--- config.mk ---
export PLATFORM = sky130hd
export DESIGN_NAME = hcp_fifo
export DESIGN_NICKNAME = d
export VERILOG_FILES = /design/src/rtl/core/hcp_fifo.sv
export SDC_FILE = /design/constraint.sdc
export NUM_CORES = 1
export LEC_CHECK = 0
export BUFFER_PORTS_ARGS = -buffer_cell sky130_fd_sc_hd__buf_2
export CAP_MARGIN = 0
export CORE_MARGIN = 2
export CORE_UTILIZATION = 58
export CTS_BUF_LIST = sky130_fd_sc_hd__clkbuf_2 sky130_fd_sc_hd__clkbuf_4 sky130_fd_sc_hd__clkbuf_8
export DETAILED_ROUTE_END_ITERATION = 12
export PLACE_DENSITY = 0.79
export SLEW_MARGIN = 15
export SYNTH_ARGS = -nofsm -noshare
export SYNTH_HDL_FRONTEND = slang
export SYNTH_SLANG_ARGS = --single-unit
--- constraint.sdc ---
create_clock -name clock -period 2.6 [get_ports clock]
set_clock_uncertainty 0.15 [all_clocks]
set_input_delay 0.26 -clock clock [delete_from_list [all_inputs] [get_ports clock]]
set_output_delay 0.26 -clock clock [all_outputs]
set_load 0.1 [all_outputs]
--- src/rtl/core/hcp_fifo.sv ---
// ----------------------------------------------------------------------------
// Huffman code packer queue
// Small register queue with push/full and pop/empty sides.
// ----------------------------------------------------------------------------
`timescale 1ns / 1ps

module hcp_fifo #(
   parameter int WIDTH = 8,
   parameter int DEPTH = 4
) (
   input  logic             clock,
   input  logic             reset,
   input  logic             push,
   input  logic [WIDTH-1:0] push_data,
   output logic             full,
   input  logic             pop,
   output logic [WIDTH-1:0] pop_data,
   output logic             empty
);

   localparam int PW = (DEPTH > 1) ? $clog2(DEPTH) : 1;
   localparam int CW = $clog2(DEPTH + 1);
   localparam logic [CW-1:0] FULL_COUNT = CW'(DEPTH);
   localparam logic [PW-1:0] LAST_PTR   = PW'(DEPTH - 1);

   logic [WIDTH-1:0] store [DEPTH];
   logic [PW-1:0]    wr_ptr_ff, wr_ptr_in;
   logic [PW-1:0]    rd_ptr_ff, rd_ptr_in;
   logic [CW-1:0]    count_ff, count_in;
   logic             do_push, do_pop;

   assign full     = (count_ff == FULL_COUNT);
   assign empty    = (count_ff == '0);
   assign pop_data = store[rd_ptr_ff];
   assign do_push  = push && !full;
   assign do_pop   = pop && !empty;

   always_comb begin
      wr_ptr_in = wr_ptr_ff;
      rd_ptr_in = rd_ptr_ff;
      count_in  = count_ff;
      if (do_push) begin
         wr_ptr_in = (wr_ptr_ff == LAST_PTR) ? '0 : wr_ptr_ff + 1'b1;
      end
      if (do_pop) begin
         rd_ptr_in = (rd_ptr_ff == LAST_PTR) ? '0 : rd_ptr_ff + 1'b1;
      end
      if (do_push && !do_pop) begin
         count_in = count_ff + 1'b1;
      end else if (do_pop && !do_push) begin
         count_in = count_ff - 1'b1;
      end
   end

   always_ff @(posedge clock) begin
      if (reset) begin
         wr_ptr_ff <= '0;
         rd_ptr_ff <= '0;
         count_ff  <= '0;
      end else begin
         wr_ptr_ff <= wr_ptr_in;
         rd_ptr_ff <= rd_ptr_in;
         count_ff  <= count_in;
      end
   end

   always_ff @(posedge clock) begin
      if (do_push) begin
         store[wr_ptr_ff] <= push_data;
      end
   end

endmodule

==> results by stage <==
Final layout:
- In the final design database the tool counted 145 nets.
- The filler cells instantiated in the layout total 167.
- The relative area change from synthesis to final layout is 17.11%.
- 0 antenna diodes ended up in the layout.
- The fraction of layout cells with a size suffix above 1 is 40.16%.
- The filler-free cell count of the finished design is 158.
- The final core utilization is 70.48%.

Route:
- After detailed routing, the number of vias per cell comes to 5.494.
- Summed over all layers, the routed wires come to 2486 um.
- In this run the remaining antenna-violating nets after routing total 0.
- The average detailed-routed wire length per instance is 15.73 um.
- The count of vias placed by the detailed router is 868.
- The detailed-routing iteration count for the pre-antenna-repair pass is 4.
- The number of remaining DRC errors is 0.
- For this block, the initial DRC count from the detailed router was 13.

Yosys:
- The portion of synthesized cell area occupied by the leading cell type is 58.40%.
- The number of warnings printed during yosys synthesis is 0.
- The number of enable flip-flop cells after synthesis is 32.
- After Yosys synthesis, XOR and XNOR cells account for 1.065% of the synthesized area.
- In the synthesized netlist the dominant register cell turns out to be edfxtp_1.
- The cell with the most instances after synthesis is edfxtp_1.
- The number of storage elements in the synthesis netlist is 41.
- Counting instances in the post-synthesis netlist gives the leading cell types as 32 x edfxtp_1, 9 x dfxtp_1, 8 x mux4_2.
- In this run the cell area of the synthesized design comes to 0.001645 mm2.
- Summing the areas of all compound-gate instances in the mapped netlist gives 3.042% of the synthesized area.
- After synthesis, the share of cell area in mux cells is 12.17%.
- The fraction of synthesis flops using an asynchronous set or reset pin is 0%.
- Summing the areas of all fa, ha and maj instances in the mapped netlist gives 5.779% of the synthesized area.
- The synthesized area per cell is 17.88 um2.
- The number of distinct library cells after synthesis is 26.
- The synthesized design spends more area on one cell type than any other, namely edfxtp_1.
- The largest family of logic cells by synthesized area is multiplexers.
- Yosys attributes the largest share of cell area to edfxtp_1 58%, dfxtp_1 11%, mux4_2 11%, ha_1 4.6%, and3_2 1.8%.
- The portion of the post-synthesis area used by sequential elements is 69.35%.
- Summing the areas of all and, or, nand and nor instances in the mapped netlist gives 5.703% of the synthesized area.
- After technology mapping, the gate count stands at 92.
- The number of nets in the synthesized netlist is 111.

Clock network:
- The clock net in this run drives a total of 41 sinks.
- The H-tree was split into 2 levels.
- TritonCTS created 5 clock buffers.
- After clock tree synthesis, the clock-pin slew on the worst setup and hold paths is 0.10 ns.
- The clock passes through at most 2 buffers.
- Buffers added to address setup during post-CTS repair amount to 0.
- The later-pin clock latency in the skew report is 0.33 ns.
- TritonCTS built the clock tree.
- In this run the clock root is driven by a clkbuf_4.

Floorplanning:
- The region available for standard cell placement spans 0.002734 mm2.
- The floorplan has 19 rows.
- The width of the die is 57.26 um.
- The starting density of the core is 60.18%.
- The floorplan step defined a die boundary enclosing 0.003279 mm2.
- The die is 57.26 um tall.
- Pin placement for this block handled 22 I/O pins.

Pwr:
- The completed layout was analyzed and its total power is 2087 uW.
- VDD sags by at most 0.0009384 V.
- Summed over all cells, the static leakage comes to 0.0007287 uW.
- The total power density per cell area is 1083 mW/mm2.

Timing:
- The final count of pins violating max slew came to 0.
- Setup repair after global routing left no endpoint under its margin.
- The final cycle utilization of the critical path is 93.16%.
- Final hold analysis gives a worst-case slack of 0.03600 ns.
- Headroom to the max-slew limit came out at 63.66%.
- Static timing analysis puts the maximum clock frequency at 0.4128 GHz.
- Setup violations remaining at the end of the flow were counted as 0.
- The number of hold-slack violations in the final timing report is 0.
- The shortest clock period the worst path allows after layout is 2.422 ns.
- For the pin with the worst max-slew slack, the measured transition is 0.5443 ns.
- The setup TNS is 0 ns.

Status:
- The run finished with clean final reports.

Global routing:
- The number of global-route vias before repair is 896.
- The leftover overflow at the end of global routing is 0.
- Entering global routing, the biggest net connects 13 pins.
- The initial antenna violation count is 0.
- The aggregate global-route resource usage is 17.26%.
- The first global-routing pass estimated 4043 um of wire.

Min path:
- The min-delay analysis places its worst path in the category input port to flip-flop.

Worst setup path:
- STA classifies the critical path startpoint as a flip-flop.
- The maximum fanout encountered on the critical timing path is 7.
- The endpoint class of the critical path is a flip-flop.
- The critical path arrival is 2.55 ns.
- The critical path is of the flip-flop to flip-flop type.
- The required time of the critical path is 2.73 ns.

Place:
- The HPWL after detailed placement is 1765 um.
- Once placement completed, the tool counted placed cells totaling 142.
- At the end of routability-driven placement, the weighted congestion stood at 0.7401.
- Buffers placed on the I/O ports in this run total 21.

Run:
- The number of max-cap violations is 0.
==> cells in the final DEF (no fill, tap or decap), drive strengths merged, types with 3 or more instances in the layout <==
cell type    instances
a21oi                3
and3                 4
buf                 23
clkbuf               7
dfxtp                9
dlygate4sd3          8
edfxtp              32
ha                   6
inv                  4
mux4                 8
nor2                 4
==> final timing paths <==
kind / depth (start not counted) / slack, ns / end / from
setup / recovery: 9 / 0.18 / count_ff[2]$_SDFFE_PP0P_ / count_ff[2]$_SDFFE_PP0P_
hold / removal: 2 / 0.04 / count_ff[1]$_SDFFE_PP0P_ / reset
setup reg to reg: 9 / 0.18 / count_ff[2]$_SDFFE_PP0P_ / count_ff[2]$_SDFFE_PP0P_
hold reg to reg: 2 / 0.36 / flip-flop / rd_ptr_ff[0]$_SDFFE_PP0P_
==> state kept, by name, indices dropped and copies added (netlist names), named ones only <==
| name | flops |
|---|---|
| wr_ptr_ff | 2 |
| rd_ptr_ff | 2 |
| store | 32 |
| count_ff | 3 |
==> critical path, stage by stage (launching register included) <==
cell      delay, ns
dfxtp_1        0.37
or3b_4         0.30
clkinv_4       0.06
nor2_2         0.12
ha_1           0.21
inv_1          0.07
fa_1           0.37
xor2_1         0.16
or3_2          0.40
a21oi_1        0.14
==> timing repair <==
action | CTS | global route
endpoints found under the setup margin | 0 | 1
resized for setup | 0 | 2
hold endpoints to repair | 32 | 0
hold buffers | 8 | 0
==> cell type report <==
| class | count | area, um2 | share of cell area (%) |
|---|---|---|---|
| clock inverters | 1 | 5.005 | 0.2597 |
| repair buffers | 31 | 200.2 | 10.39 |
| well taps | 31 | 38.79 | 2.013 |
| flip-flops and latches | 41 | 1142 | 59.29 |
| clock buffers | 7 | 52.55 | 2.727 |
| multi-input cells | 42 | 464.2 | 24.09 |
| inverters | 5 | 23.77 | 1.234 |
==> logic make-up after synthesis <==
group,after synthesis
multiplexers,10
flip-flops,41
AO/OA/AOI/OAI,7
adder cells (fa/ha/maj),7
AND/OR/NAND/NOR,16
XOR/XNOR,2
buffers and inverters,9
==> metrics by stage <==
| stage | cell area, um2 | setup slack [ns] |
|---|---|---|
| global placement | 1785 | 0.1983 |
| floorplan | 1650 | 0.06461 |
| global route | 1927 | 0.02675 |
| finish | 1927 | 0.1778 |
| CTS | 1923 | 0.03646 |
| detailed placement | 1785 | 0.05912 |
==> report_power, final <==
part           switching (uW)  total [uW]  internal [uW]
registers                78.4         878            800
clock network             185         311            126
logic                     656         898            242
total                     919        2090           1170
==> layer usage <==
metal / vias to the layer above / wire length (um) / GRT usage, %
met1: 425 / 1061 / 21.24
met2: 21 / 1265 / 27.59
met5: - / 0 / 0
met3: 5 / 103 / 4.082
met4: 0 / 56 / 10.96
li1: 417 / - / -
Note: power is estimated with default switching activity, not from simulation.
