### src/rtl/core/hcp_pkg.sv
// ----------------------------------------------------------------------------
// Huffman code packer package
// Word types, command codes and fixed constants shared by the packer files.
// ----------------------------------------------------------------------------
`timescale 1ns / 1ps

package hcp_pkg;

   localparam logic [1:0] CMD_LOAD   = 2'd0;
   localparam logic [1:0] CMD_ENCODE = 2'd1;
   localparam logic [1:0] CMD_FINISH = 2'd2;

   localparam logic [7:0] END_MARKER_RESET = 8'd33;

   localparam int BYTE_BITS = 8;
   localparam int ACC_BITS  = 7;

   typedef struct packed {
      logic [1:0]  command;
      logic [7:0]  symbol;
      logic [31:0] code_word;
      logic [5:0]  code_length;
   } req_type;

   typedef struct packed {
      logic [7:0] packed_byte;
      logic       last_of_run;
      logic       stream_end;
   } rsp_type;

endpackage

### src/rtl/core/hcp_back.sv
// ----------------------------------------------------------------------------
// Huffman code packer back end
// Merge each code with the pending bits, emit one byte a cycle while the
// result queue has room, pad and close the stream on finish.
// ----------------------------------------------------------------------------
`timescale 1ns / 1ps

module hcp_back #(
   parameter int MAX_CODE_LEN = 32,
   parameter int OP_WIDTH     = 39
) (
   input  logic                clock,
   input  logic                reset,
   input  logic [OP_WIDTH-1:0] op_data,
   input  logic                op_empty,
   output logic                op_pop,
   output logic                out_push,
   output hcp_pkg::rsp_type    out_data,
   input  logic                out_full
);

   localparam int LW = $clog2(MAX_CODE_LEN + 1);
   localparam int AB = hcp_pkg::ACC_BITS;
   localparam int BB = hcp_pkg::BYTE_BITS;
   localparam int WB = MAX_CODE_LEN + AB;
   localparam int TW = $clog2(MAX_CODE_LEN + BB);

   logic [AB-1:0] acc_ff, acc_in;
   logic [2:0]    cnt_ff, cnt_in;
   logic          busy_ff, busy_in;
   logic [WB-1:0] work_w_ff, work_w_in;
   logic [TW-1:0] work_total_ff, work_total_in;
   logic          work_finish_ff, work_finish_in;

   logic                    head_finish;
   logic [LW-1:0]           head_len;
   logic [MAX_CODE_LEN-1:0] head_code, code_left;
   logic [WB-1:0]           aligned_code, built_w;
   logic [WB-1:0]           cur_w, next_w;
   logic [TW-1:0]           cur_total, next_total;
   logic                    cur_finish, cur_valid;
   logic                    has_full, emit, done, step;

   assign head_finish  = op_data[OP_WIDTH-1];
   assign head_len     = op_data[OP_WIDTH-2 -: LW];
   assign head_code    = op_data[MAX_CODE_LEN-1:0];
   assign code_left    = head_code << (LW'(MAX_CODE_LEN) - head_len);
   assign aligned_code = {code_left, {AB{1'b0}}};
   assign built_w      = {acc_ff, {MAX_CODE_LEN{1'b0}}} | (aligned_code >> cnt_ff);

   assign cur_valid  = busy_ff || !op_empty;
   assign cur_w      = busy_ff ? work_w_ff : built_w;
   assign cur_total  = busy_ff ? work_total_ff : (TW'(cnt_ff) + TW'(head_len));
   assign cur_finish = busy_ff ? work_finish_ff : head_finish;

   assign has_full   = (cur_total >= TW'(BB));
   assign next_w     = cur_w << BB;
   assign next_total = cur_total - TW'(BB);

   always_comb begin
      if (has_full) begin
         emit = 1'b1;
         done = (next_total < TW'(BB)) && !(cur_finish && (next_total != '0));
      end else begin
         emit = cur_finish && (cur_total != '0);
         done = 1'b1;
      end
   end

   assign step     = cur_valid && (!emit || !out_full);
   assign op_pop   = step && !busy_ff;
   assign out_push = step && emit;

   assign out_data.packed_byte = cur_w[WB-1 -: BB];
   assign out_data.last_of_run = done;
   assign out_data.stream_end  = done && cur_finish;

   always_comb begin
      acc_in         = acc_ff;
      cnt_in         = cnt_ff;
      busy_in        = busy_ff;
      work_w_in      = next_w;
      work_total_in  = next_total;
      work_finish_in = cur_finish;
      if (step) begin
         if (!done) begin
            busy_in = 1'b1;
         end else begin
            busy_in = 1'b0;
            if (cur_finish) begin
               acc_in = '0;
               cnt_in = '0;
            end else if (has_full) begin
               acc_in = next_w[WB-1 -: AB];
               cnt_in = next_total[2:0];
            end else begin
               acc_in = cur_w[WB-1 -: AB];
               cnt_in = cur_total[2:0];
            end
         end
      end
   end

   always_ff @(posedge clock) begin
      if (reset) begin
         acc_ff  <= '0;
         cnt_ff  <= '0;
         busy_ff <= 1'b0;
      end else begin
         acc_ff  <= acc_in;
         cnt_ff  <= cnt_in;
         busy_ff <= busy_in;
      end
   end

   always_ff @(posedge clock) begin
      if (step && !done) begin
         work_w_ff      <= work_w_in;
         work_total_ff  <= work_total_in;
         work_finish_ff <= work_finish_in;
      end
   end

endmodule

### config.mk
export PLATFORM = sky130hd
export DESIGN_NAME = hcp_back
export DESIGN_NICKNAME = d
export VERILOG_FILES = /design/src/rtl/core/hcp_pkg.sv /design/src/rtl/core/hcp_back.sv
export SDC_FILE = /design/constraint.sdc
export NUM_CORES = 1
export LEC_CHECK = 0
export ABC_CLOCK_PERIOD_IN_PS = 15200
export BUFFER_PORTS_ARGS = -buffer_cell sky130_fd_sc_hd__buf_2
export CAP_MARGIN = 20
export CORE_MARGIN = 2
export CORE_UTILIZATION = 50
export CTS_BUF_LIST = sky130_fd_sc_hd__clkbuf_4
export DETAILED_ROUTE_END_ITERATION = 8
export HOLD_SLACK_MARGIN = 0.06
export MAX_ROUTING_LAYER = met4
export PLACE_DENSITY = 0.69
export SYNTH_ARGS = -nofsm -noshare
export SYNTH_HDL_FRONTEND = slang
export SYNTH_SLANG_ARGS = --single-unit
### constraint.sdc
create_clock -name clock -period 15.2 [get_ports clock]
set_clock_uncertainty 0.15 [all_clocks]
set_input_delay 3.04 -clock clock [delete_from_list [all_inputs] [get_ports clock]]
set_output_delay 3.04 -clock clock [all_outputs]
set_load 0.03 [all_outputs]
==> results of run 1 <==
## power groups by stage
stage / Clock, mW / Combinational (mW) / Sequential [mW]
6_report: 0.0776 / 0.244 / 0.163
3_5_place_dp: 0 / 0.240 / 0.166
2_1_floorplan: 0 / 0.190 / 0.167
5_1_grt: 0.0830 / 0.263 / 0.164
4_1_cts: 0.0792 / 0.241 / 0.163
3_3_place_gp: 0 / 0.237 / 0.166
## critical path, delay by kind of cell
kind | cells | cell delay, ps
and+or+nand+nor | 1 | 410
buffers and inverters | 4 | 1200
xor gates and xnor gates | 1 | 800
AOI/OAI and AO/OA | 4 | 840
muxes | 2 | 740
adders and majority gates | 1 | 420
## final timing paths
path / startpoint / end / slack [ps]
min: acc_ff[6] / acc_ff[6] / 350
max reg2reg: cnt_ff[0] / work_w_ff[12] / 10450
min reg2reg: acc_ff[6] / acc_ff[6] / 350
max: op_data[32] / out_data[2] / 4530
## final cells by class
cell class,count,share of cell area (%)
clock buffer,6,0.6758
clock inverter,2,0.5069
inverter,11,0.6195
multi-input combinational,568,69.01
sequential,49,20.44
tap,172,3.229
timing repair buffer,67,5.519
## cell families (layout without fill, tap and decap cells)
kind of cell	after synthesis	after routing
simple gates	218	218
compound gates	206	206
mux	132	132
buf+inv	77	86
flops	49	49
fa+ha+maj	7	7
xor+xnor	5	5
## synthesized netlist by cell type (8+ instances only)
cell type   n  area share, %
a2bb2oi_1   8            1.1
nor2_1     54            3.2
nand3_1    18            1.4
edfxtp_1   38             18
buf_6       8            1.4
o21ai_1    10           0.79
o21ai_0    21            1.6
mux4_2     35             12
and3_1     10           0.98
o31ai_1    14            1.6
buf_4      14            1.6
and2_1     13            1.3
a211oi_1   16            1.9
nand2_1    61            3.6
a21oi_1    28            2.2
clkbuf_1   27            1.6
mux2i_1    54            8.5
nor3_1     19            1.5
dfxtp_1    11            3.5
a211o_1     9            1.2
mux2_2     41            7.2
buf_2      14            1.1
## flip-flops by register name, indices dropped and copies added (netlist names)
signal and flops:
cnt_ff 3, work_total_ff 6, busy_ff 1, work_finish_ff 1, acc_ff 7, work_w_ff 31
## through the flow
| step | worst slack (ps) | instance area (um^2) |
|---|---|---|
| 2_1_floorplan | 3293 | 6374 |
| 3_3_place_gp | 4811 | 6586 |
| 3_5_place_dp | 4606 | 6586 |
| 4_1_cts | 4595 | 6665 |
| 5_1_grt | 4194 | 6665 |
| 6_report | 4535 | 6665 |
## metal layers
metal,vias to the layer above,wire [um]
met5,-,0
met4,0,418
met3,35,1206
met2,273,8754
met1,2870,8135
li1,2774,-
==> impl_metrics.yaml, run 1 <==
outcome:
  status: "completed"
finish:
  utilization_pct: 53.25
  regArea_mm2: 0.001363
  drive_gt1_share_pct: 24.04
  multi_input_area_mm2: 0.004599
  area_growth_pct: 4.574
  final_cell_mix: "nand2_1, nor2_1, mux2i_1, buf_2, mux2_2"
  mostFrequentLayoutCell: "nand2_1"
  finalNonFillerCells: 875
  nets: 752
  nFillCells: 1214
  num_antenna_cells: 0
critical_path:
  worstPathMaxFanout: 68
  slowest_stage: "xor2_2"
  critPathArrivalTime_ps: 7480
  worstSetupPathType: "in -> out"
  cpPeakStageDelay_ps: 800
  required_ps: 12010
  startpoint_type: "primary input"
  r2r_cells: 14
  path_common_cell: "buf_2"
  crit_chain: "buf_2 -> buf_4 -> inv_1 -> ha_1 -> xor2_2 -> nand3_1 -> mux2i_1 -> a22oi_1 -> a32o_1 -> a211o_1 -> mux2_2 -> o21ai_2 -> buf_2"
  critPathCaptureType: "output pin"
sta:
  setup_viol: 0
  finalCriticalPeriod_ps: 10670
  hold_viol: 0
  maxSlewHeadroom_pct: 35.19
  maxSlewViolCount: 0
  tightest_slew_ps: 970.2
  rsz0062_at_grt: "false"
  fmax_ghz: 0.09376
  period_share_pct: 70.17
  hold_ws_ps: 349.0
  final.setup.tns_ps: 0
routing:
  drtAntennaViolNets: 0
  drt_iter0_markers: 743
  finalWirelength_um: 18510
  drc: 0
  post_drt_wl_per_cell_um: 21.16
  dr.pass1.iters: 6
  routed_via_density: 6.802
  num_vias: 5952
logic_synthesis:
  syn_area_per_cell_um2: 9.184
  synthFlopType: "edfxtp_1"
  synth_fa_ha_area_share_pct: 1.492
  synth.distinct_cells: 82
  synth_xor_area_share_pct: 0.9227
  synth-compound-area-share_pct: 24.50
  async_reset_ff_share_pct: 0
  synth_area_mm2: 0.006374
  synth-edff-count: 38
  synth_top_family_by_area: "multiplexers"
  syn-num-nets: 744
  synth-simple-area-share_pct: 16.71
  yosys_warnings: 0
  synth-seq-cells: 49
  seq_area_frac_synth_pct: 21.36
  syn_inst: 694
  synth_mux_area_share_pct: 28.45
placement:
  gpl.final_weighted_congestion: 0.9727
  dp_cells: 867
  io_buffers: 54
  place.detailed.hpwl_um: 13810
power:
  irDropWorstVdd_mv: 0.05084
  power_mw: 0.4853
  power_frac_seq_pct: 33.7
  pwr-share-clk_pct: 16.0
  combPwrFrac_pct: 50.4
  p_switching_mw: 0.1940
  intPower_mw: 0.2913
  p_per_area_mw_per_mm2: 72.81
  p_leak_nw: 2.569
  power_switching_share_pct: 39.98
die:
  fp.dieW_um: 116.9
  io_pins: 55
  start_util_pct: 50.92
  die_h_um: 116.9
  rows: 41
  die_area_mm2: 0.01367
  core_area_mm2: 0.01252
clock_network:
  cts_root_buffer: "clkbuf_4"
  post_cts_resized: 0
  cts_hold_buf: 0
  cts_tree: "done"
  clock_latency_ps: 380
  htreeDepth: 2
  cts_setup_buffers: 0
  cts_inserted_buffers: 5
  path_clk_slew_ps: 140
  cts_buffer_depth: 2
  cts.sinks: 49
global_routing:
  antenna_found_initial: 0
  grt_first_pass_wirelength_um: 29210
  track_usage_pct: 28.08
  grt_pass1_vias: 5453
  use_met2_pct: 45.36
  grt_max_degree: 77
  use_met1_pct: 38.13
  grt_overflow_total: 0
  use_met3_pct: 3.090
  grt-busiest-layer: "met2"
min_path:
  whs_path_depth: 1
  min_path_type: "reg -> reg"
job:
  maxCapViolCount: 0
No activity file was read; power rests on OpenSTA's default activity.
==> run 2: changes to the inputs <==
--- a/config.mk
+++ b/config.mk
@@ -5,7 +5,7 @@
 export SDC_FILE = /design/constraint.sdc
 export NUM_CORES = 1
 export LEC_CHECK = 0
-export ABC_CLOCK_PERIOD_IN_PS = 15200
+export ABC_CLOCK_PERIOD_IN_PS = 9700
 export BUFFER_PORTS_ARGS = -buffer_cell sky130_fd_sc_hd__buf_2
 export CAP_MARGIN = 20
 export CORE_MARGIN = 2
@@ -14,7 +14,7 @@
 export DETAILED_ROUTE_END_ITERATION = 8
 export HOLD_SLACK_MARGIN = 0.06
 export MAX_ROUTING_LAYER = met4
-export PLACE_DENSITY = 0.69
+export PLACE_DENSITY = 0.71
 export SYNTH_ARGS = -nofsm -noshare
 export SYNTH_HDL_FRONTEND = slang
 export SYNTH_SLANG_ARGS = --single-unit
==> constraint.sdc (replaced) <==
create_clock -name clock -period 9.7 [get_ports clock]
set_clock_uncertainty 0.15 [all_clocks]
set_input_delay 1.94 -clock clock [delete_from_list [all_inputs] [get_ports clock]]
set_output_delay 1.94 -clock clock [all_outputs]
set_load 0.03 [all_outputs]
==> impl_metrics.yaml, run 2 (same netlist as run 1, synthesis figures left out) <==
finish:
  nets: 753
  mostFrequentLayoutCell: "nand2_1"
  fin_area_mm2: 0.006646
  largestRegisters: "work_w_ff x31, acc_ff x7, work_total_ff x6"
  num_antenna_cells: 0
  final_cell_mix: "nand2_1, buf_2, nor2_1, mux2i_1, mux2_2"
  largest_reg_flops: 31
  drive_gt1_share_pct: 24.29
  area_growth_pct: 4.279
  largest_register: "work_w_ff"
die:
  core_area_mm2: 0.01252
  die_area_mm2: 0.01367
  die_h_um: 116.9
  start_util_pct: 50.92
  rows: 41
  io_pins: 55
  fp.dieW_um: 116.9
power:
  pwr-share-clk_pct: 13.2
  power_frac_seq_pct: 34.5
  p_leak_nw: 2.565
  irDropWorstVdd_mv: 0.07087
  combPwrFrac_pct: 52.4
  p_per_area_mw_per_mm2: 111.7
  intPower_mw: 0.4315
  power_switching_share_pct: 41.86
  power_mw: 0.7422
  p_switching_mw: 0.3107
routing:
  dr.pass1.iters: 8
  num_vias: 5995
  drtAntennaViolNets: 0
  drt_iter0_markers: 663
  drc: 0
  post_drt_wl_per_cell_um: 21.83
  routed_via_density: 6.844
  finalWirelength_um: 19120
clock_network:
  htreeDepth: 2
  path_clk_slew_ps: 150
  post_cts_resized: 0
  cts_tree: "done"
  cts_root_buffer: "clkbuf_4"
  cts_inserted_buffers: 5
  cts_hold_buf: 0
  clock_latency_ps: 390
  cts_setup_buffers: 0
  cts_buffer_depth: 2
  cts.sinks: 49
critical_path:
  r2r_cells: 12
  crit_chain: "buf_2 -> inv_1 -> ha_1 -> buf_4 -> mux4_2 -> o21ai_0 -> a2111oi_1 -> nor4_1 -> and2_1 -> o31ai_1 -> mux2i_1 -> a21oi_1 -> buf_2"
  worstPathMaxFanout: 28
  r2r_start: "cnt_ff[1]"
  critPathCaptureType: "output pin"
  cpPeakStageDelay_ps: 900
  required_ps: 7610
  path_common_cell: "buf_2"
  worstSetupPathType: "in -> out"
  reg2reg_to: "work_w_ff[16]"
  reg2reg_slack_ps: 5020
  critPathArrivalTime_ps: 5890
  startpoint_type: "primary input"
  slowest_stage: "ha_1"
sta:
  hold_viol: 0
  period_share_pct: 82.25
  setup_viol: 0
  finalCriticalPeriod_ps: 7978
  hold_ws_ps: 351.7
  tightest_slew_ps: 1000
  maxSlewViolCount: 0
  maxSlewHeadroom_pct: 33.19
  rsz0062_at_grt: "false"
  final.setup.tns_ps: 0
  fmax_ghz: 0.1253
global_routing:
  grt_first_pass_wirelength_um: 30550
  grt-busiest-layer: "met2"
  antenna_found_initial: 0
  grt_overflow_total: 0
  use_met1_pct: 39.22
  use_met3_pct: 3.862
  use_met2_pct: 47.28
  grt_max_degree: 77
  track_usage_pct: 29.45
  grt_pass1_vias: 5701
min_path:
  hold_path_end: "acc_ff[6]"
  min_path_type: "reg -> reg"
  whs_path_depth: 1
  min_from: "acc_ff[6]"
placement:
  gpl.final_weighted_congestion: 0.9776
  dpl-instance-area_mm2: 0.006591
  io_buffers: 54
  place.detailed.hpwl_um: 14350
job:
  maxCapViolCount: 0
outcome:
  status: "completed"
run 2: changes by cell type in the layout (fill, tap and decap cells not counted):
cell / before / now
clkinv_2: 0 / 2
bufinv_16: 1 / 0
buf_2: 54 / 55
clkinv_1: 3 / 2
run 2: worst max path at each step:
stage / cells past startpoint / end / slack, ps / startpoint
floorplan: 12 / work_finish_ff / 810 / op_data[32]
global placement: 12 / out_data[2] / 1900 / op_data[33]
detailed placement: 13 / out_data[2] / 1810 / op_data[33]
CTS: 13 / out_data[3] / 1810 / op_data[33]
global route: 13 / out_data[3] / 1470 / op_data[33]
finish: 13 / out_data[3] / 1720 / op_data[33]
run 2: metrics by stage:
step | util [%] | worst slack [ps] | instances
2_1_floorplan | - | 813.6 | 694
3_3_place_gp | 52.62 | 1905 | 867
3_5_place_dp | 52.66 | 1811 | 868
4_1_cts | 53.10 | 1807 | 876
5_1_grt | 53.10 | 1473 | 876
6_report | 53.10 | 1722 | 876
run 2: layer usage:
| layer | vias to the layer above | routed length [um] |
|---|---|---|
| met5 | - | 0 |
| met4 | 0 | 521 |
| met3 | 50 | 1227 |
| met2 | 272 | 9111 |
| met1 | 2899 | 8261 |
| li1 | 2774 | - |
run 2: power by group through the flow:
stage,clock network (mW),logic (mW),registers [mW]
after floorplan,0,0.298,0.261
after global placement,0,0.374,0.260
after detailed placement,0,0.381,0.261
after CTS,0.100,0.383,0.256
after global routing,0.108,0.418,0.257
final,0.0978,0.389,0.256
run 2: cell type report:
cell class	count	area, um^2
inverter	11	41.29
timing repair buffer	68	372.9
multi-input combinational	568	4599
clock inverter	2	10.01
tap	172	215.2
clock buffer	6	45.04
fill	1192	5871
sequential	49	1363
run 2: worst max-delay path: cells and delay by family:
kind | cells | cell delay, ps
AOI/OAI and AO/OA | 4 | 1210
adders and majority gates | 1 | 900
buffers and inverters | 4 | 950
muxes | 2 | 460
and+or+nand+nor | 2 | 410
==> run 3: changes to the inputs <==
--- a/config.mk
+++ b/config.mk
@@ -5,7 +5,7 @@
 export SDC_FILE = /design/constraint.sdc
 export NUM_CORES = 1
 export LEC_CHECK = 0
-export ABC_CLOCK_PERIOD_IN_PS = 9700
+export ABC_CLOCK_PERIOD_IN_PS = 7100
 export BUFFER_PORTS_ARGS = -buffer_cell sky130_fd_sc_hd__buf_2
 export CAP_MARGIN = 20
 export CORE_MARGIN = 2
==> constraint.sdc (replaced) <==
create_clock -name clock -period 7.1 [get_ports clock]
set_clock_uncertainty 0.15 [all_clocks]
set_input_delay 1.42 -clock clock [delete_from_list [all_inputs] [get_ports clock]]
set_output_delay 1.42 -clock clock [all_outputs]
set_load 0.03 [all_outputs]
==> impl_metrics.yaml, run 3 (same netlist as run 1, synthesis figures left out) <==
outcome:
  status: "completed"
clock_network:
  cts_root_buffer: "clkbuf_4"
  post_cts_resized: 0
  cts_hold_buf: 0
  path_clk_slew_ps: 150
  cts_buffer_depth: 2
  cts_tree: "done"
  htreeDepth: 2
  clock_latency_ps: 380
  cts_inserted_buffers: 5
  cts_setup_buffers: 0
  cts.sinks: 49
routing:
  dr.pass1.iters: 5
  routed_via_density: 6.861
  drc: 0
  finalWirelength_um: 19290
  drtAntennaViolNets: 0
  post_drt_wl_per_cell_um: 21.83
  drt_iter0_markers: 698
  num_vias: 6065
global_routing:
  track_usage_pct: 29.54
  grt_overflow_total: 0
  grt_max_degree: 74
  grt_pass1_vias: 5764
  antenna_found_initial: 0
  grt_first_pass_wirelength_um: 30910
sta:
  finalCriticalPeriod_ps: 6593
  maxSlewHeadroom_pct: 42.69
  final.setup.tns_ps: 0
  hold_viol: 0
  period_share_pct: 92.86
  rsz0062_at_grt: "false"
  maxSlewViolCount: 0
  setup_viol: 0
  fmax_ghz: 0.1517
  tightest_slew_ps: 859.7
die:
  die_area_mm2: 0.01367
  rows: 41
  fp.dieW_um: 116.9
  io_pins: 55
  start_util_pct: 50.92
  die_h_um: 116.9
  core_area_mm2: 0.01252
min_path:
  whs_path_depth: 1
  min_path_type: "reg -> reg"
  hold_path_end: "acc_ff[6]"
  min_from: "acc_ff[6]"
finish:
  num_antenna_cells: 0
  drive_gt1_share_pct: 25.00
  area_growth_pct: 6.027
  largest_register: "work_w_ff"
  fin_area_mm2: 0.006758
  nets: 761
  mostFrequentLayoutCell: "nand2_1"
  final_cell_mix: "nand2_1, nor2_1, mux2i_1, buf_2, mux2_2"
  largestRegisters: "work_w_ff x31, acc_ff x7, work_total_ff x6"
  nFillCells: 1192
  largest_reg_flops: 31
critical_path:
  r2r_cells: 13
  worstPathMaxFanout: 18
  startpoint_type: "primary input"
  worstSetupPathType: "in -> out"
  critPathCaptureType: "output pin"
  required_ps: 5530
  reg2reg_slack_ps: 2820
  r2r_start: "cnt_ff[1]"
  critPathArrivalTime_ps: 5020
  reg2reg_to: "work_w_ff[24]"
placement:
  place.detailed.hpwl_um: 14340
  io_buffers: 54
  dpl-instance-area_mm2: 0.006679
  gpl.final_weighted_congestion: 0.9932
power:
  p_leak_nw: 2.612
  power_mw: 1.058
  p_per_area_mw_per_mm2: 156.5
  irDropWorstVdd_mv: 0.08630
job:
  maxCapViolCount: 0
-- run 3: cell types whose count changed in the layout (fill, tap and decap cells not counted), sizes merged --
cell	previous run	this run
clkinvlp	0	1
bufinv	0	1
buf	68	76
clkbuf	6	5
clkinv	4	3
-- run 3: power by group --
| group | switching [mW] | total (mW) | leakage, nW | internal (mW) |
|---|---|---|---|---|
| sequential | 0.00861 | 0.350 | 0.453 | 0.342 |
| clock | 0.0938 | 0.167 | 0.0389 | 0.0730 |
| combinational | 0.327 | 0.541 | 2.12 | 0.214 |
| total | 0.429 | 1.06 | 2.61 | 0.628 |
-- run 3: per-layer routing --
metal  part of all wire, %  wire length [um]  up-vias  global-route usage, %
li1                      -                 -     2793                      -
met1                    43              8324     2952                  39.94
met2                    48              9213      273                  47.21
met3                   6.8              1318       47                  4.428
met4                   2.3               437        0                  6.667
met5                     0                 0        -                      -
-- run 3: cell type report --
type	instances	area, um^2	area share [%]
clock inverter	3	41.29	0.6110
multi-input combinational	568	4612	68.25
tap	172	215.2	3.185
clock buffer	5	37.54	0.5555
timing repair buffer	76	447.9	6.628
inverter	11	41.29	0.6110
sequential	49	1363	20.16
-- run 3: worst max-delay path by stage --
| stage | from | depth (start not counted) | to |
|---|---|---|---|
| floorplan | op_data[32] | 12 | work_finish_ff |
| global placement | op_data[33] | 14 | out_data[2] |
| detailed placement | op_data[33] | 14 | out_data[2] |
| CTS | op_data[33] | 14 | out_data[2] |
| global route | op_data[33] | 12 | out_data[2] |
| finish | op_data[33] | 14 | out_data[2] |
-- run 3: critical path, cell delays in order --
cell     delay, ps
buf_2          250
inv_1           80
ha_1           650
buf_4          350
buf_4          210
mux4_2         310
o21ai_0        120
a21oi_1        130
nor4_1         630
and3_1         250
a211o_1        170
mux2_2         180
o21ai_2         50
buf_2          200
-- run 3: metrics by stage --
step | instances | hold WS (ps) | utilization [%] | setup WS, ps
6_report | 884 | 351.0 | 53.99 | 506.7
5_1_grt | 884 | 395.6 | 53.99 | 249.0
4_1_cts | 884 | 355.3 | 53.99 | 562.0
3_5_place_dp | 876 | 321.7 | 53.36 | 554.4
3_3_place_gp | 876 | 319.6 | 53.36 | 631.5
2_1_floorplan | 694 | 300.4 | - | 669.4
